File: config.mk
export PLATFORM = sky130hd
export DESIGN_NAME = crc_checked_page_receiver_unit_flat
export DESIGN_NICKNAME = d
export VERILOG_FILES = /design/src/sv/crcpr_pkg.sv /design/src/sv/crcpr_ifs.sv /design/src/sv/crcpr_front.sv /design/src/sv/crcpr_queue.sv /design/src/sv/crcpr_back.sv /design/src/sv/crc_checked_page_receiver_unit.sv /design/src/flat_wrapper.sv
export SDC_FILE = /design/constraint.sdc
export NUM_CORES = 1
export LEC_CHECK = 0
export ABC_AREA = 1
export BUFFER_PORTS_ARGS = -buffer_cell sky130_fd_sc_hd__buf_2
export CAP_MARGIN = 15
export CORE_MARGIN = 2
export CORE_UTILIZATION = 55
export DETAILED_ROUTE_END_ITERATION = 8
export PLACE_DENSITY = 0.71
export SETUP_SLACK_MARGIN = 0.02
export SYNTH_ARGS = -nofsm -noshare
export SYNTH_HDL_FRONTEND = slang
export SYNTH_HIERARCHICAL = 1
export SYNTH_SLANG_ARGS = --single-unit
File: constraint.sdc
create_clock -name i_clk -period 3.4 [get_ports i_clk]
set_input_delay 0.17 -clock i_clk [delete_from_list [all_inputs] [get_ports i_clk]]
set_output_delay 0.17 -clock i_clk [all_outputs]
set_load 0.05 [all_outputs]
File: src/sv/crcpr_pkg.sv
`timescale 1ns / 1ps
// ----------------------------------------------------------------------------
// CRC-checked page receiver: shared definitions
// Frame geometry, command and result codes, the command word that passes
// from the front end to the back end, and the CRC-16/XMODEM byte update.
// ----------------------------------------------------------------------------
package crcpr_pkg;

    localparam int WORDS_PER_PAGE = 32;
    localparam int MAX_PAGES      = 52;
    localparam int DATA_BYTES     = 2 * WORDS_PER_PAGE;

    localparam int STORE_DEPTH = 64;
    localparam int IDX_W       = 6;
    localparam int WORD_W      = IDX_W - 1;
    localparam int COUNT_W     = 7;
    localparam int ADDR_W      = 13;

    // Commands from the front end to the back end.
    localparam logic [1:0] OP_STORE  = 2'd0;
    localparam logic [1:0] OP_WRITE  = 2'd1;
    localparam logic [1:0] OP_ERROR  = 2'd2;
    localparam logic [1:0] OP_FINISH = 2'd3;

    // Result kinds on the output channel.
    localparam logic [1:0] RK_WRITE  = 2'd0;
    localparam logic [1:0] RK_ERROR  = 2'd1;
    localparam logic [1:0] RK_FINISH = 2'd2;

    typedef struct packed {
        logic [1:0]       op;
        logic [7:0]       data;     // byte to store, or page number for a write
        logic [IDX_W-1:0] idx;      // store position for OP_STORE
        logic             is_last;  // the page is the final application page
    } t_cmd;

    function automatic logic [15:0] crc_step(input logic [15:0] crc, input logic [7:0] b);
        logic [15:0] c;
        c = crc ^ {b, 8'h00};
        for (int i = 0; i < 8; i++) begin
            if (c[15]) begin
                c = {c[14:0], 1'b0} ^ 16'h1021;
            end else begin
                c = {c[14:0], 1'b0};
            end
        end
        return c;
    endfunction

endpackage

File: src/sv/crcpr_ifs.sv
`timescale 1ns / 1ps
// ----------------------------------------------------------------------------
// CRC-checked page receiver: channel interfaces
// Valid/ready channels for received words and for result words.
// ----------------------------------------------------------------------------
interface crcpr_in_if;
    logic       valid;
    logic       ready;
    logic       kind;
    logic [7:0] data_byte;

    modport source (output valid, output kind, output data_byte, input ready);
    modport sink   (input valid, input kind, input data_byte, output ready);
endinterface

interface crcpr_out_if;
    logic        valid;
    logic        ready;
    logic [1:0]  result_kind;
    logic [12:0] word_address;
    logic [15:0] word_value;
    logic        erase_first;
    logic        finished;
    logic        last;

    modport source (output valid, output result_kind, output word_address,
                    output word_value, output erase_first, output finished,
                    output last, input ready);
    modport sink   (input valid, input result_kind, input word_address,
                    input word_value, input erase_first, input finished,
                    input last, output ready);
endinterface

File: src/sv/crcpr_front.sv
`timescale 1ns / 1ps
// ----------------------------------------------------------------------------
// CRC-checked page receiver: front end
// Tracks the frame position and running CRC, checks the completed frame and
// issues store, write, error and finish commands to the back end.
// ----------------------------------------------------------------------------
module crcpr_front
    import crcpr_pkg::*;
(
    input  logic         i_clk,
    input  logic         i_rst_n,
    crcpr_in_if.sink     i_in,
    input  logic         i_full,
    output logic         o_push,
    output t_cmd         o_cmd
);

    logic [COUNT_W-1:0] r_count, n_count;
    logic [15:0]        r_crc, n_crc;
    logic [7:0]         r_page, n_page;
    logic [7:0]         r_crc_lo, n_crc_lo;
    logic [7:0]         r_expected, n_expected;
    logic               r_done, n_done;

    logic               w_accept;
    logic [15:0]        w_rx_crc;
    logic               w_is_last;

    assign i_in.ready = !i_full;
    assign w_accept   = i_in.valid && !i_full;
    assign w_rx_crc   = {i_in.data_byte, r_crc_lo};
    assign w_is_last  = (r_page == 8'(MAX_PAGES - 1));

    always_comb begin
        n_count    = r_count;
        n_crc      = r_crc;
        n_page     = r_page;
        n_crc_lo   = r_crc_lo;
        n_expected = r_expected;
        n_done     = r_done;
        o_push     = 1'b0;
        o_cmd      = '{op: OP_STORE, data: i_in.data_byte,
                       idx: r_count[IDX_W-1:0], is_last: w_is_last};

        // Once the last page is through, everything is dropped until reset.
        if (w_accept && !r_done) begin
            if (i_in.kind) begin
                n_count = '0;
                n_crc   = '0;
            end else if (r_count < COUNT_W'(DATA_BYTES)) begin
                o_push  = 1'b1;
                n_crc   = crc_step(r_crc, i_in.data_byte);
                n_count = r_count + 1'b1;
            end else if (r_count == COUNT_W'(DATA_BYTES)) begin
                n_page  = i_in.data_byte;
                n_crc   = crc_step(r_crc, i_in.data_byte);
                n_count = r_count + 1'b1;
            end else if (r_count == COUNT_W'(DATA_BYTES + 1)) begin
                n_crc_lo = i_in.data_byte;
                n_count  = r_count + 1'b1;
            end else begin
                // High CRC byte: the frame is complete.
                n_count = '0;
                n_crc   = '0;
                if (r_page < 8'(MAX_PAGES)) begin
                    if (r_crc != w_rx_crc) begin
                        o_push   = 1'b1;
                        o_cmd.op = OP_ERROR;
                    end else begin
                        if (r_page == r_expected) begin
                            o_push     = 1'b1;
                            o_cmd.op   = OP_WRITE;
                            o_cmd.data = r_page;
                            n_expected = r_expected + 1'b1;
                        end else if (w_is_last) begin
                            o_push   = 1'b1;
                            o_cmd.op = OP_FINISH;
                        end
                        if (w_is_last) begin
                            n_done = 1'b1;
                        end
                    end
                end
            end
        end
    end

    always_ff @(posedge i_clk) begin
        if (!i_rst_n) begin
            r_count    <= '0;
            r_crc      <= '0;
            r_page     <= '0;
            r_crc_lo   <= '0;
            r_expected <= '0;
            r_done     <= 1'b0;
        end else begin
            r_count    <= n_count;
            r_crc      <= n_crc;
            r_page     <= n_page;
            r_crc_lo   <= n_crc_lo;
            r_expected <= n_expected;
            r_done     <= n_done;
        end
    end

endmodule

File: src/sv/crcpr_queue.sv
`timescale 1ns / 1ps
// ----------------------------------------------------------------------------
// CRC-checked page receiver: command queue
// Two-entry first-in first-out buffer between the front and back ends.
// ----------------------------------------------------------------------------
module crcpr_queue
    import crcpr_pkg::*;
(
    input  logic i_clk,
    input  logic i_rst_n,
    input  logic i_push,
    input  t_cmd i_cmd,
    input  logic i_pop,
    output t_cmd o_cmd,
    output logic o_full,
    output logic o_empty
);

    t_cmd       r_entry [0:1];
    logic       r_wp;
    logic       r_rp;
    logic [1:0] r_fill;

    assign o_cmd   = r_entry[r_rp];
    assign o_full  = (r_fill == 2'd2);
    assign o_empty = (r_fill == 2'd0);

    always_ff @(posedge i_clk) begin
        if (i_push) begin
            r_entry[r_wp] <= i_cmd;
        end
    end

    always_ff @(posedge i_clk) begin
        if (!i_rst_n) begin
            r_wp   <= 1'b0;
            r_rp   <= 1'b0;
            r_fill <= 2'd0;
        end else begin
            if (i_push) begin
                r_wp <= !r_wp;
            end
            if (i_pop) begin
                r_rp <= !r_rp;
            end
            if (i_push && !i_pop) begin
                r_fill <= r_fill + 2'd1;
            end else if (i_pop && !i_push) begin
                r_fill <= r_fill - 2'd1;
            end
        end
    end

endmodule

File: src/sv/crcpr_back.sv
`timescale 1ns / 1ps
// ----------------------------------------------------------------------------
// CRC-checked page receiver: back end
// Holds the frame store and carries out commands: stores data bytes, plays
// out a page as word writes, and raises error and finish words.
// ----------------------------------------------------------------------------
module crcpr_back
    import crcpr_pkg::*;
(
    input  logic         i_clk,
    input  logic         i_rst_n,
    input  t_cmd         i_cmd,
    input  logic         i_empty,
    output logic         o_pop,
    crcpr_out_if.source  o_out
);

    localparam logic [1:0] S_IDLE = 2'd0;
    localparam logic [1:0] S_READ = 2'd1;
    localparam logic [1:0] S_EMIT = 2'd2;

    logic [7:0]        r_mem [0:STORE_DEPTH-1];
    logic [7:0]        r_rd_lo;
    logic [7:0]        r_rd_hi;

    logic [1:0]        r_state, n_state;
    logic [WORD_W-1:0] r_word, n_word;
    logic [7:0]        r_page, n_page;
    logic              r_is_last, n_is_last;

    logic              r_out_valid, n_out_valid;
    logic [1:0]        r_kind, n_kind;
    logic [ADDR_W-1:0] r_addr, n_addr;
    logic [15:0]       r_value, n_value;
    logic              r_erase, n_erase;
    logic              r_fin, n_fin;
    logic              r_last, n_last;

    logic              w_out_free;
    logic              w_mem_we;
    logic              w_last_word;

    assign w_out_free  = !r_out_valid || o_out.ready;
    assign w_last_word = (r_word == WORD_W'(WORDS_PER_PAGE - 1));

    assign o_out.valid        = r_out_valid;
    assign o_out.result_kind  = r_kind;
    assign o_out.word_address = r_addr;
    assign o_out.word_value   = r_value;
    assign o_out.erase_first  = r_erase;
    assign o_out.finished     = r_fin;
    assign o_out.last         = r_last;

    always_comb begin
        n_state     = r_state;
        n_word      = r_word;
        n_page      = r_page;
        n_is_last   = r_is_last;
        n_out_valid = r_out_valid && !o_out.ready;
        n_kind      = r_kind;
        n_addr      = r_addr;
        n_value     = r_value;
        n_erase     = r_erase;
        n_fin       = r_fin;
        n_last      = r_last;
        o_pop       = 1'b0;
        w_mem_we    = 1'b0;

        unique case (r_state)
            S_IDLE: begin
                if (!i_empty) begin
                    unique case (i_cmd.op)
                        OP_STORE: begin
                            w_mem_we = 1'b1;
                            o_pop    = 1'b1;
                        end
                        OP_WRITE: begin
                            o_pop     = 1'b1;
                            n_page    = i_cmd.data;
                            n_is_last = i_cmd.is_last;
                            n_word    = '0;
                            n_state   = S_READ;
                        end
                        OP_ERROR, OP_FINISH: begin
                            if (w_out_free) begin
                                o_pop       = 1'b1;
                                n_out_valid = 1'b1;
                                n_kind      = (i_cmd.op == OP_ERROR) ? RK_ERROR : RK_FINISH;
                                n_addr      = '0;
                                n_value     = '0;
                                n_erase     = 1'b0;
                                n_fin       = (i_cmd.op == OP_FINISH);
                                n_last      = 1'b1;
                            end
                        end
                        default: begin
                        end
                    endcase
                end
            end
            S_READ: begin
                // Both bytes of the word are read here and land in r_rd_lo/hi.
                n_state = S_EMIT;
            end
            S_EMIT: begin
                if (w_out_free) begin
                    n_out_valid = 1'b1;
                    n_kind      = RK_WRITE;
                    n_addr      = ADDR_W'(r_page) * ADDR_W'(WORDS_PER_PAGE) + ADDR_W'(r_word);
                    n_value     = {r_rd_hi, r_rd_lo};
                    n_erase     = (r_word == '0);
                    n_fin       = w_last_word && r_is_last;
                    n_last      = w_last_word;
                    if (w_last_word) begin
                        n_state = S_IDLE;
                    end else begin
                        n_word  = r_word + 1'b1;
                        n_state = S_READ;
                    end
                end
            end
            default: begin
                n_state = S_IDLE;
            end
        endcase
    end

    always_ff @(posedge i_clk) begin
        if (w_mem_we) begin
            r_mem[i_cmd.idx] <= i_cmd.data;
        end
        if (r_state == S_READ) begin
            r_rd_lo <= r_mem[{r_word, 1'b0}];
            r_rd_hi <= r_mem[{r_word, 1'b1}];
        end
    end

    always_ff @(posedge i_clk) begin
        if (!i_rst_n) begin
            r_state     <= S_IDLE;
            r_out_valid <= 1'b0;
        end else begin
            r_state     <= n_state;
            r_out_valid <= n_out_valid;
        end
        r_word    <= n_word;
        r_page    <= n_page;
        r_is_last <= n_is_last;
        r_kind    <= n_kind;
        r_addr    <= n_addr;
        r_value   <= n_value;
        r_erase   <= n_erase;
        r_fin     <= n_fin;
        r_last    <= n_last;
    end

endmodule

File: src/sv/crc_checked_page_receiver_unit.sv
`timescale 1ns / 1ps
// ----------------------------------------------------------------------------
// CRC-checked page receiver
// Gathers received bytes into page frames, checks the CRC-16/XMODEM and
// turns a good, expected page into a burst of flash word writes.
//
//   Channel  Dir  Carries
//   i_in     in   kind (data byte or break), data_byte
//   o_out    out  result_kind, word_address, word_value, erase_first,
//                 finished, last
//
// A received word is taken whenever the two-entry command queue has room.
// A good page plays out word by word, each word a frame store read (S_READ)
// and then an output load (S_EMIT); no new command is taken until the page
// is done. A stalled output holds the back end, and the front end stalls
// only once the queue fills. Synchronous reset clears all control state;
// the frame store is not cleared and is always filled before use.
// ----------------------------------------------------------------------------
module crc_checked_page_receiver_unit
    import crcpr_pkg::*;
(
    input  logic         i_clk,
    input  logic         i_rst_n,
    crcpr_in_if.sink     i_in,
    crcpr_out_if.source  o_out
);

    logic w_push;
    logic w_pop;
    logic w_full;
    logic w_empty;
    t_cmd w_push_cmd;
    t_cmd w_head_cmd;

    crcpr_front u_front (
        .i_clk   (i_clk),
        .i_rst_n (i_rst_n),
        .i_in    (i_in),
        .i_full  (w_full),
        .o_push  (w_push),
        .o_cmd   (w_push_cmd)
    );

    crcpr_queue u_queue (
        .i_clk   (i_clk),
        .i_rst_n (i_rst_n),
        .i_push  (w_push),
        .i_cmd   (w_push_cmd),
        .i_pop   (w_pop),
        .o_cmd   (w_head_cmd),
        .o_full  (w_full),
        .o_empty (w_empty)
    );

    crcpr_back u_back (
        .i_clk   (i_clk),
        .i_rst_n (i_rst_n),
        .i_cmd   (w_head_cmd),
        .i_empty (w_empty),
        .o_pop   (w_pop),
        .o_out   (o_out)
    );

endmodule

File: src/flat_wrapper.sv
// flat-port wrapper written by rule: the top's interface ports become plain ports
module crc_checked_page_receiver_unit_flat import crcpr_pkg::*;
  (i_clk, i_rst_n, i_in_valid, i_in_kind, i_in_data_byte, i_in_ready, o_out_valid, o_out_result_kind, o_out_word_address, o_out_word_value, o_out_erase_first, o_out_finished, o_out_last, o_out_ready);
  crcpr_in_if i_in_i ();
  crcpr_out_if o_out_i ();
  input  logic i_clk;
  input  logic i_rst_n;
  input wire logic [$bits(i_in_i.valid)-1:0] i_in_valid;
  input wire logic [$bits(i_in_i.kind)-1:0] i_in_kind;
  input wire logic [$bits(i_in_i.data_byte)-1:0] i_in_data_byte;
  output wire logic [$bits(i_in_i.ready)-1:0] i_in_ready;
  output wire logic [$bits(o_out_i.valid)-1:0] o_out_valid;
  output wire logic [$bits(o_out_i.result_kind)-1:0] o_out_result_kind;
  output wire logic [$bits(o_out_i.word_address)-1:0] o_out_word_address;
  output wire logic [$bits(o_out_i.word_value)-1:0] o_out_word_value;
  output wire logic [$bits(o_out_i.erase_first)-1:0] o_out_erase_first;
  output wire logic [$bits(o_out_i.finished)-1:0] o_out_finished;
  output wire logic [$bits(o_out_i.last)-1:0] o_out_last;
  input wire logic [$bits(o_out_i.ready)-1:0] o_out_ready;
  assign i_in_i.valid = i_in_valid;
  assign i_in_i.kind = i_in_kind;
  assign i_in_i.data_byte = i_in_data_byte;
  assign i_in_ready = i_in_i.ready;
  assign o_out_valid = o_out_i.valid;
  assign o_out_result_kind = o_out_i.result_kind;
  assign o_out_word_address = o_out_i.word_address;
  assign o_out_word_value = o_out_i.word_value;
  assign o_out_erase_first = o_out_i.erase_first;
  assign o_out_finished = o_out_i.finished;
  assign o_out_last = o_out_i.last;
  assign o_out_i.ready = o_out_ready;
  crc_checked_page_receiver_unit u_core (.i_clk(i_clk), .i_rst_n(i_rst_n), .i_in(i_in_i), .o_out(o_out_i));
endmodule
Word-level counts from Yosys, hierarchy flattened
Memories as Yosys holds them, arrays and structs flattened. A register that Yosys moved wholly into a read port is not among the register bits.
Cells that the tools add are included.

operators by class
  divide/modulo/power cells = 0
  multiplexer cells = 152
  equal/unequal tests = 19
  reductions and logical operators = 32
  multipliers = 0
  $lt $le $gt $ge = 2
  bitwise gates (word level) = 22
  shift-type cells = 0
  add/subtract/negate cells = 6

operator list
  kind                                                 count
  2-to-1 mux 16 bit                                    57
  2-to-1 mux 13 bit                                    19
  2-to-1 mux 10 bit                                    6
  NOT 3 bit                                            15
  2-to-1 mux 1 bit                                     37
  case mux 16 bit (2 select lines)                     1
  2-to-1 mux 7 bit                                     4
  2-to-1 mux 2 bit                                     13
  case mux 13 bit (2 select lines)                     1
  2-to-1 mux 5 bit                                     4
  2-to-1 mux 8 bit                                     2
  != test 16 bit                                       1
  AND reduction 8 bit                                  2
  XOR 16 bit                                           1
  AND reduction 5 bit                                  3
  equality test 7 bit, second input constant           2
  adder 13 x 5 -> 13 bit                               1
  case mux 1 bit (2 select lines)                      5
  case mux 5 bit (2 select lines)                      1
  adder 8 x 1 -> 8 bit, second input constant          1
  equality test 2 bit, second input constant           4
  equality test 8 x 6 -> 1 bit, second input constant  1
  equality test 8 bit                                  1
  zero test 1 bit                                      8
  23 further kinds                                     43

word-level totals
  output and inout port bits = 36
  bits in read-only memories = 0
  input bits = 13
  bits in writable memories = 546
  logic and storage cells = 255
  latch bits = 0
  flip-flop bits (word level) = 103
  memories = 2

memories
  name                    depth  bits a word  read ports  clocked after Yosys merged registers in  wr ports  line               source
  u_core.u_back.r_mem     64     8            2           2                                        1         crcpr_back.sv:22   logic [7:0] r_mem [0:STORE_DEPTH-1];
  u_core.u_queue.r_entry  2      17           1           1                                        1         crcpr_queue.sv:19  t_cmd r_entry [0:1];

Longest topological paths before layout
Gate-level depths: netlist of the first run.

  depth in word-level cells = 48
  mapped depth = 16
  mapped depth without buffers = 16

Hierarchy
The synthesis of the first run kept the hierarchy.

by module, submodules not included
  module       instances  area each (um^2)  sequential area each (um^2)  cells an instance
  crcpr_back   1          24342.1           17356.6                      2233
  crcpr_front  1          2937.8            960.9                        450
  crcpr_queue  1          1508.9            1121.1                       88

Worst setup path before layout of the first run
OpenSTA, ideal clock, no wires.

  kind = flip-flop to flip-flop
  start = register with a tool-made name
  end = register u_core.u_back.r_erase, in the netlist u_core/u_back/o_out.erase_first, enable pin
  data required time = 2.975 ns
  path slack = 0.509 ns
  buffers on the path = 1
  cell stages (with the launch flop) = 7
  period minus slack after synthesis = 2.891 ns
  setup time = 0.425 ns
  arrival time = 2.466 ns
  cell sequence = dfxtp_1 buf_6 mux2_2 inv_1 o31ai_1 inv_1 nor2_1

RTL lines
  element               line               source
  end signal, assigned  crcpr_back.sv:152  r_erase <= n_erase;
  end, declared         crcpr_back.sv:35   logic r_erase, n_erase;

==> results.toml, run 1 <==
[worst_setup_path]
worstPathArrival_ns = 2.94
worst-path-max-fanout = 8
slowest_stage = "nor2_1"
critPathKind = "flop to flop"
crit_path_cell_trace = "mux2_2 -> inv_1 -> nand4_1 -> nor2_1 -> nand2_1 -> nor2_1"
slowest_delay_ns = 0.66
cp-end-kind = "flop"
cp-start-kind = "flop"
crit_top_cell = "nor2_1"
cp_data_required_time_ns = 3.63

[power]
p_leak_nw = 13.27
max-vdd-ir-drop_mv = 0.5029
power_density_nw_per_um2 = 780.0
power.total_mw = 25.26

[clocking]
cts_setup_buffers = 0
cts_num_sinks = 666
h-tree-depth = 3
clk_root_buffer_cell = "clkbuf_16"
clk_latency_ns = 0.61
cts_buffers = 70
clock_path_buffers = 3
post_cts_resized = 0
path_clk_slew_ns = 0.06
cts_tree = "built"
holdBufCountCts = 11

[yosys]
synth_area_um2 = 28790
synth_most_common_cell = "nand2_1"
synth_enable_flop_cells = 610
synth.top_cell.area_share = 0.6363
synthCells = 2771
ys_seq_elements = 666
synth.distinct_cells = 38
synth-async-reset-ratio = 0
yosysSeqAreaShare = 0.6752
synth.avg_cell_area_um2 = 10.39
yosysWarnings = 6
yosys-top-cells-area = "edfxtp_1 (64%), nand2_1 (11%), nand3_1 (5.9%), inv_1 (4.9%), dfxtp_1 (3.9%)"
ys.flop_type = "edfxtp_1"
synth.largest_area_cell = "edfxtp_1"
syn_nets = 2792
synthTopCellsByCount = "nand2_1 (827), edfxtp_1 (610), inv_1 (376)"

[timing]
fin_ws_ns = 0.6877
worst_pin_slew_ns = 1.006
final.setup_skew_ns = 0.02562
slew_violations = 0
hold_violations = 0
rsz0062_at_grt = "no"
relSlewSlack = 0.3294
tns_ns = 0
setup_viol = 0
final.period_utilization = 0.7977
min_period_ns = 2.712
max_clock_freq_mhz = 368.7

[routing]
drt-initial-drc-count = 2086
routedWlPerCell_um = 18.83
finalWirelength_um = 67960
drt-pass1-iter-count = 6
drc = 0
num_vias = 19560
antenna_left = 0
vias_per_cell = 5.419

[global_routing]
grt_overflow = 0
antenna_found_initial = 0
use_met2 = 0.4209
track_usage = 0.2564
grt_max_degree = 131
grt_use_met1 = 0.3353
grt_pass1_wl_um = 104800
met3_usage = 0.05478
busiest_layer = "met2"
grt_pass1_vias = 18950

[floorplan]
row_count = 83
die_area_um2 = 54190
initial_utilization = 0.5589
ios = 49
core_region_area_um2 = 51510
die_h_um = 232.8
die_w_um = 232.8

[status]
status = "finished, final reports clean"

[placement]
place_ws_ns = 0.7307
dp_hpwl_um = 40850
numPortBuffers = 48
gp_congestion = 0.8682

[layout]
antennaDiodeCount = 0
area_delta_synth_final_pct = 12.49
fin_nets = 2897
drive_above_1_share = 0.1021
fin_util = 0.6287

[run]
cap_violations = 0

[hold_path]
hold_path_class = "input port to flop"
[registers in the layout, summed over array words and instances (netlist names), 2 cells and up, named ones only]
| signal | count |
|---|---|
| u_core/u_back/o_out.result_kind | 2 |
| u_core/u_back/o_out.word_address | 13 |
| u_core/u_back/o_out.word_value | 16 |
| u_core/u_back/r_mem | 512 |
| u_core/u_back/r_page | 8 |
| u_core/u_back/r_rd_hi | 8 |
| u_core/u_back/r_rd_lo | 8 |
| u_core/u_back/r_state | 2 |
| u_core/u_back/r_word | 5 |
| u_core/u_front/r_count | 7 |
| u_core/u_front/r_crc | 16 |
| u_core/u_front/r_crc_lo | 8 |
| u_core/u_front/r_expected | 8 |
| u_core/u_front/r_page | 8 |
| u_core/u_queue/r_entry | 34 |
| u_core/u_queue/r_fill | 2 |
[final timing paths]
| kind | cells past startpoint | start | end | slack [ns] |
|---|---|---|---|---|
| max | 6 | flop | u_core/u_back/r_mem[9][4]$_DFFE_PP_ | 0.69 |
| min | 4 | i_rst_n | u_core/u_front/r_expected[6]$_SDFFE_PN0P_ | 0.08 |
| max reg2reg | 6 | flop | u_core/u_back/r_mem[9][4]$_DFFE_PP_ | 0.69 |
| min reg2reg | 2 | u_core/u_front/r_expected[7]$_SDFFE_PN0P_ | u_core/u_front/r_expected[7]$_SDFFE_PN0P_ | 0.44 |
[layer usage]
metal | share of wire | wire (µm)
met1 | 0.40 | 27140
met2 | 0.48 | 32710
met3 | 0.088 | 5960
met4 | 0.032 | 2157
met5 | 0 | 0
[cell usage in the layout (no fill, tap or decap), types with 7 or more instances in the layout]
cell type,n
ha_1,8
buf_4,88
o211ai_1,16
mux2_2,7
nor3_1,8
a211oi_1,9
buf_2,48
xor2_1,11
nand2_1,827
nand2_2,9
clkbuf_1,12
dfxtp_1,56
clkinv_2,16
clkbuf_16,74
inv_1,376
mux2_4,10
inv_2,9
buf_12,10
nor2_1,198
nand3_1,340
o21ai_0,26
edfxtp_1,610
o21ai_1,8
a21oi_1,85
dlygate4sd3_1,11
clkinv_1,14
[cell families (layout without fill, tap and decap cells)]
group | after synthesis | in the layout | synth area share
DFF | 666 | 666 | 0.6752
buffers and inverters | 515 | 673 | 0.07710
AOI/OAI and AO/OA | 148 | 148 | 0.02855
muxes | 17 | 17 | 0.007953
and+or+nand+nor | 1401 | 1401 | 0.2028
xor gates and xnor gates | 16 | 16 | 0.004868
adders and majority gates | 8 | 8 | 0.003477
[report_power, final]
part           internal [mW]  switching, mW  leakage (nW)
Clock                   4.39           3.07          1.12
Combinational           1.91           5.67          6.19
Sequential              10.0          0.207          5.97
Total                   16.3           8.94          13.3
[through the flow]
stage | instances | hold WS, ns | instance area [µm²]
floorplan | 2771 | 0.2908 | 28790
global placement | 3472 | 0.4349 | 30000
detailed placement | 3472 | 0.4340 | 30000
CTS | 3608 | 0.04932 | 32360
global route | 3609 | 0.08363 | 32380
finish | 3609 | 0.07601 | 32380
[layout make-up]
type                       instances  area, µm²
sequential                       666      19440
fill                            3978      19120
multi-input combinational       1590       7138
clock buffer                      88       1924
inverter                         390       1471
timing repair buffer             158       1239
tap                              680      850.8
clock inverter                    37      322.8
[worst max-delay path: cells and delay by family (launching register included)]
kind	cells	cell delay, ns
and+or+nand+nor	4	1.44
muxes	1	0.38
buffers and inverters	1	0.13
DFF	1	0.36
Note: power is estimated with default switching activity, not from simulation.
==> run 2, diff against run 1 <==
ABC_AREA = 0   (was 1)
PLACE_DENSITY = 0.74   (was 0.71)
clock period = 2.4 ns   (was 3.4 ns; I/O delays follow)
==> run 2 against run 1 <==
Effect of this change: the run now ends with setup timing left; power is 15% higher; sequential share of layout area is 2.1 points higher; maximum frequency decreased by 0.27%; flip-flop and latch count unchanged; combinational power decreased by 28%; global-route usage decreased by 2.0 points; utilization increased by 3.1 points; highest routed layer unchanged.
==> results.toml, run 2 <==
[placement]
numPortBuffers = 48
gp_congestion = 0.8275
place_ws_ns = -0.3677
dpl_cell_area_um2 = 28990
dp_hpwl_um = 35390

[global_routing]
grt_max_degree = 66
grt_overflow = 0
antenna_found_initial = 0
track_usage = 0.2364
grt_pass1_wl_um = 87240
grt_pass1_vias = 14330

[layout]
largest_reg_flops = 512
layout_common_cells = "edfxtp_1 (610), buf_4 (159), mux2i_1 (118)"
fin_nets = 1737
top_register = "u_core/u_back/r_mem"
drive_above_1_share = 0.2885
final_cell_area_um2 = 31290
antennaDiodeCount = 0
layout_commonest_cell = "edfxtp_1"
area_delta_synth_final_pct = 18.82
reg_top3 = "u_core/u_back/r_mem: 512 flops, u_core/u_queue/r_entry: 34 flops"

[floorplan]
core_region_area_um2 = 47450
die_w_um = 222.8
row_count = 80
ios = 49
die_h_um = 222.8
initial_utilization = 0.5549
die_area_um2 = 49640

[yosys]
synthTopCellsByCount = "edfxtp_1 (610), mux2i_1 (118), nor2_1 (83)"
ys_seq_elements = 666
synth.distinct_cells = 60
synth_enable_flop_cells = 610
yosysSeqAreaShare = 0.7383
synth-async-reset-ratio = 0
synth.avg_cell_area_um2 = 17.75
syn_nets = 1504
synth_most_common_cell = "edfxtp_1"
ys.flop_type = "edfxtp_1"
synthCells = 1483
synth_area_um2 = 26330
synth.top_cell.area_share = 0.6957
synth.largest_area_cell = "edfxtp_1"
yosys-top-cells-area = "edfxtp_1 (70%), mux4_2 (6.8%), mux2i_1 (4.5%), dfxtp_1 (4.3%), a22oi_1 (1.4%)"
yosysWarnings = 6

[routing]
antenna_left = 0
vias_per_cell = 6.021
finalWirelength_um = 57800
drc = 0
drt-pass1-iter-count = 5
routedWlPerCell_um = 24.30
drt-initial-drc-count = 1419
num_vias = 14320

[worst_setup_path]
slowest_delay_ns = 0.53
worst-path-max-fanout = 5
crit_path_cell_trace = "xor2_1 -> or4b_1 -> or4_4 -> buf_4 -> or3_4 -> buf_6 -> mux2_4"
cp-end-kind = "flop"
cp-start-kind = "flop"
critPathKind = "flop to flop"
cp_data_required_time_ns = 2.73
worstPathArrival_ns = 3.05
slowest_stage = "or4b_1"

[power]
power_density_nw_per_um2 = 928.5
p_leak_nw = 10.68
max-vdd-ir-drop_mv = 0.5514

[clocking]
path_clk_slew_ns = 0.06
clock_path_buffers = 3
h-tree-depth = 3
clk_latency_ns = 0.60
cts_tree = "built"
cts_num_sinks = 666
clk_root_buffer_cell = "clkbuf_16"
cts_buffers = 66

[timing]
hold_slack_ns = 0.02025
min_period_ns = 2.720
max_clock_freq_mhz = 367.7
final.period_utilization = 1.133
setup_viol = 58
fin_ws_ns = -0.3196
final.setup_skew_ns = 0.02280
slew_violations = 0
relSlewSlack = 0.2845
worst_pin_slew_ns = 1.071
hold_violations = 0
tns_ns = -6.528
rsz0062_at_grt = "yes"

[status]
status = "complete, but fails checks"
violations = "setup timing"

[hold_path]
hold_path_class = "input port to flop"

[run]
cap_violations = 0
==> run 2: worst max-delay path, delay by kind of cell (launching register included) <==
family / cells / cell delay, ns
xor+xnor: 1 / 0.16
buf+inv: 2 / 0.31
flops: 1 / 0.32
mux: 1 / 0.30
simple gates: 3 / 1.38
==> run 2: what timing repair did <==
action | in CTS | in global routing
setup endpoints to repair | 123 | 394
pin swaps | 0 | 5
hold buffers | 8 | 0
hold endpoints to repair | 22 | 0
buffers inserted | 0 | 1
cloned | 5 | 1
gates resized for setup | 15 | 17
==> run 2: cell type report <==
type / count / area (µm²)
clock buffers: 84 / 1813
clock inverters: 32 / 225.2
fillers: 3101 / 16160
inverters: 16 / 60.06
multi-input cells: 719 / 6837
flip-flops and latches: 666 / 19440
well taps: 615 / 769.5
repair buffers: 247 / 2137
==> run 2: logic make-up after synthesis <==
group,after synthesis,synth area share
DFF,666,0.7383
AOI/OAI and AO/OA,177,0.04690
buffers and inverters,103,0.01858
adders and majority gates,8,0.003802
muxes,220,0.1231
xor gates and xnor gates,45,0.01497
and+or+nand+nor,264,0.05432
==> run 2: final timing paths <==
| path | from | end | slack, ns | cells past startpoint |
|---|---|---|---|---|
| setup / recovery | u_core/u_front/r_crc[6]$_SDFFE_PN0P_ | u_core/u_queue/r_entry[0][9]$_DFFE_PP_ | -0.32 | 7 |
| hold / removal | i_in_data_byte[6] | u_core/u_front/r_page[6]$_SDFFE_PN0P_ | 0.02 | 4 |
| setup reg to reg | u_core/u_front/r_crc[6]$_SDFFE_PN0P_ | u_core/u_queue/r_entry[0][9]$_DFFE_PP_ | -0.32 | 7 |
| hold reg to reg | u_core/u_front/r_expected[7]$_SDFFE_PN0P_ | u_core/u_front/r_expected[7]$_SDFFE_PN0P_ | 0.48 | 1 |
==> run 2: report_power, final <==
| part | leakage [nW] | internal, mW | switching [mW] | total (mW) |
|---|---|---|---|---|
| Combinational | 3.71 | 1.90 | 3.56 | 5.45 |
| Clock | 1.00 | 5.65 | 4.10 | 9.75 |
| Sequential | 5.97 | 13.7 | 0.148 | 13.9 |
==> run 2: per-stage QoR <==
stage	util	power, mW	std cells
after floorplan	-	17.39	1483
after global routing	0.6594	30.00	2379
after detailed placement	0.6110	19.43	2248
final	0.6594	29.05	2379
after CTS	0.6576	29.17	2377
after global placement	0.6109	19.30	2247
==> run 2: per-layer routing <==
layer,wire [µm],vias to the layer above,global-route usage
met1,23460,7355,0.3266
met4,1412,0,0.07967
li1,-,6344,-
met5,0,-,0
met3,3999,81,0.04033
met2,28940,544,0.3863
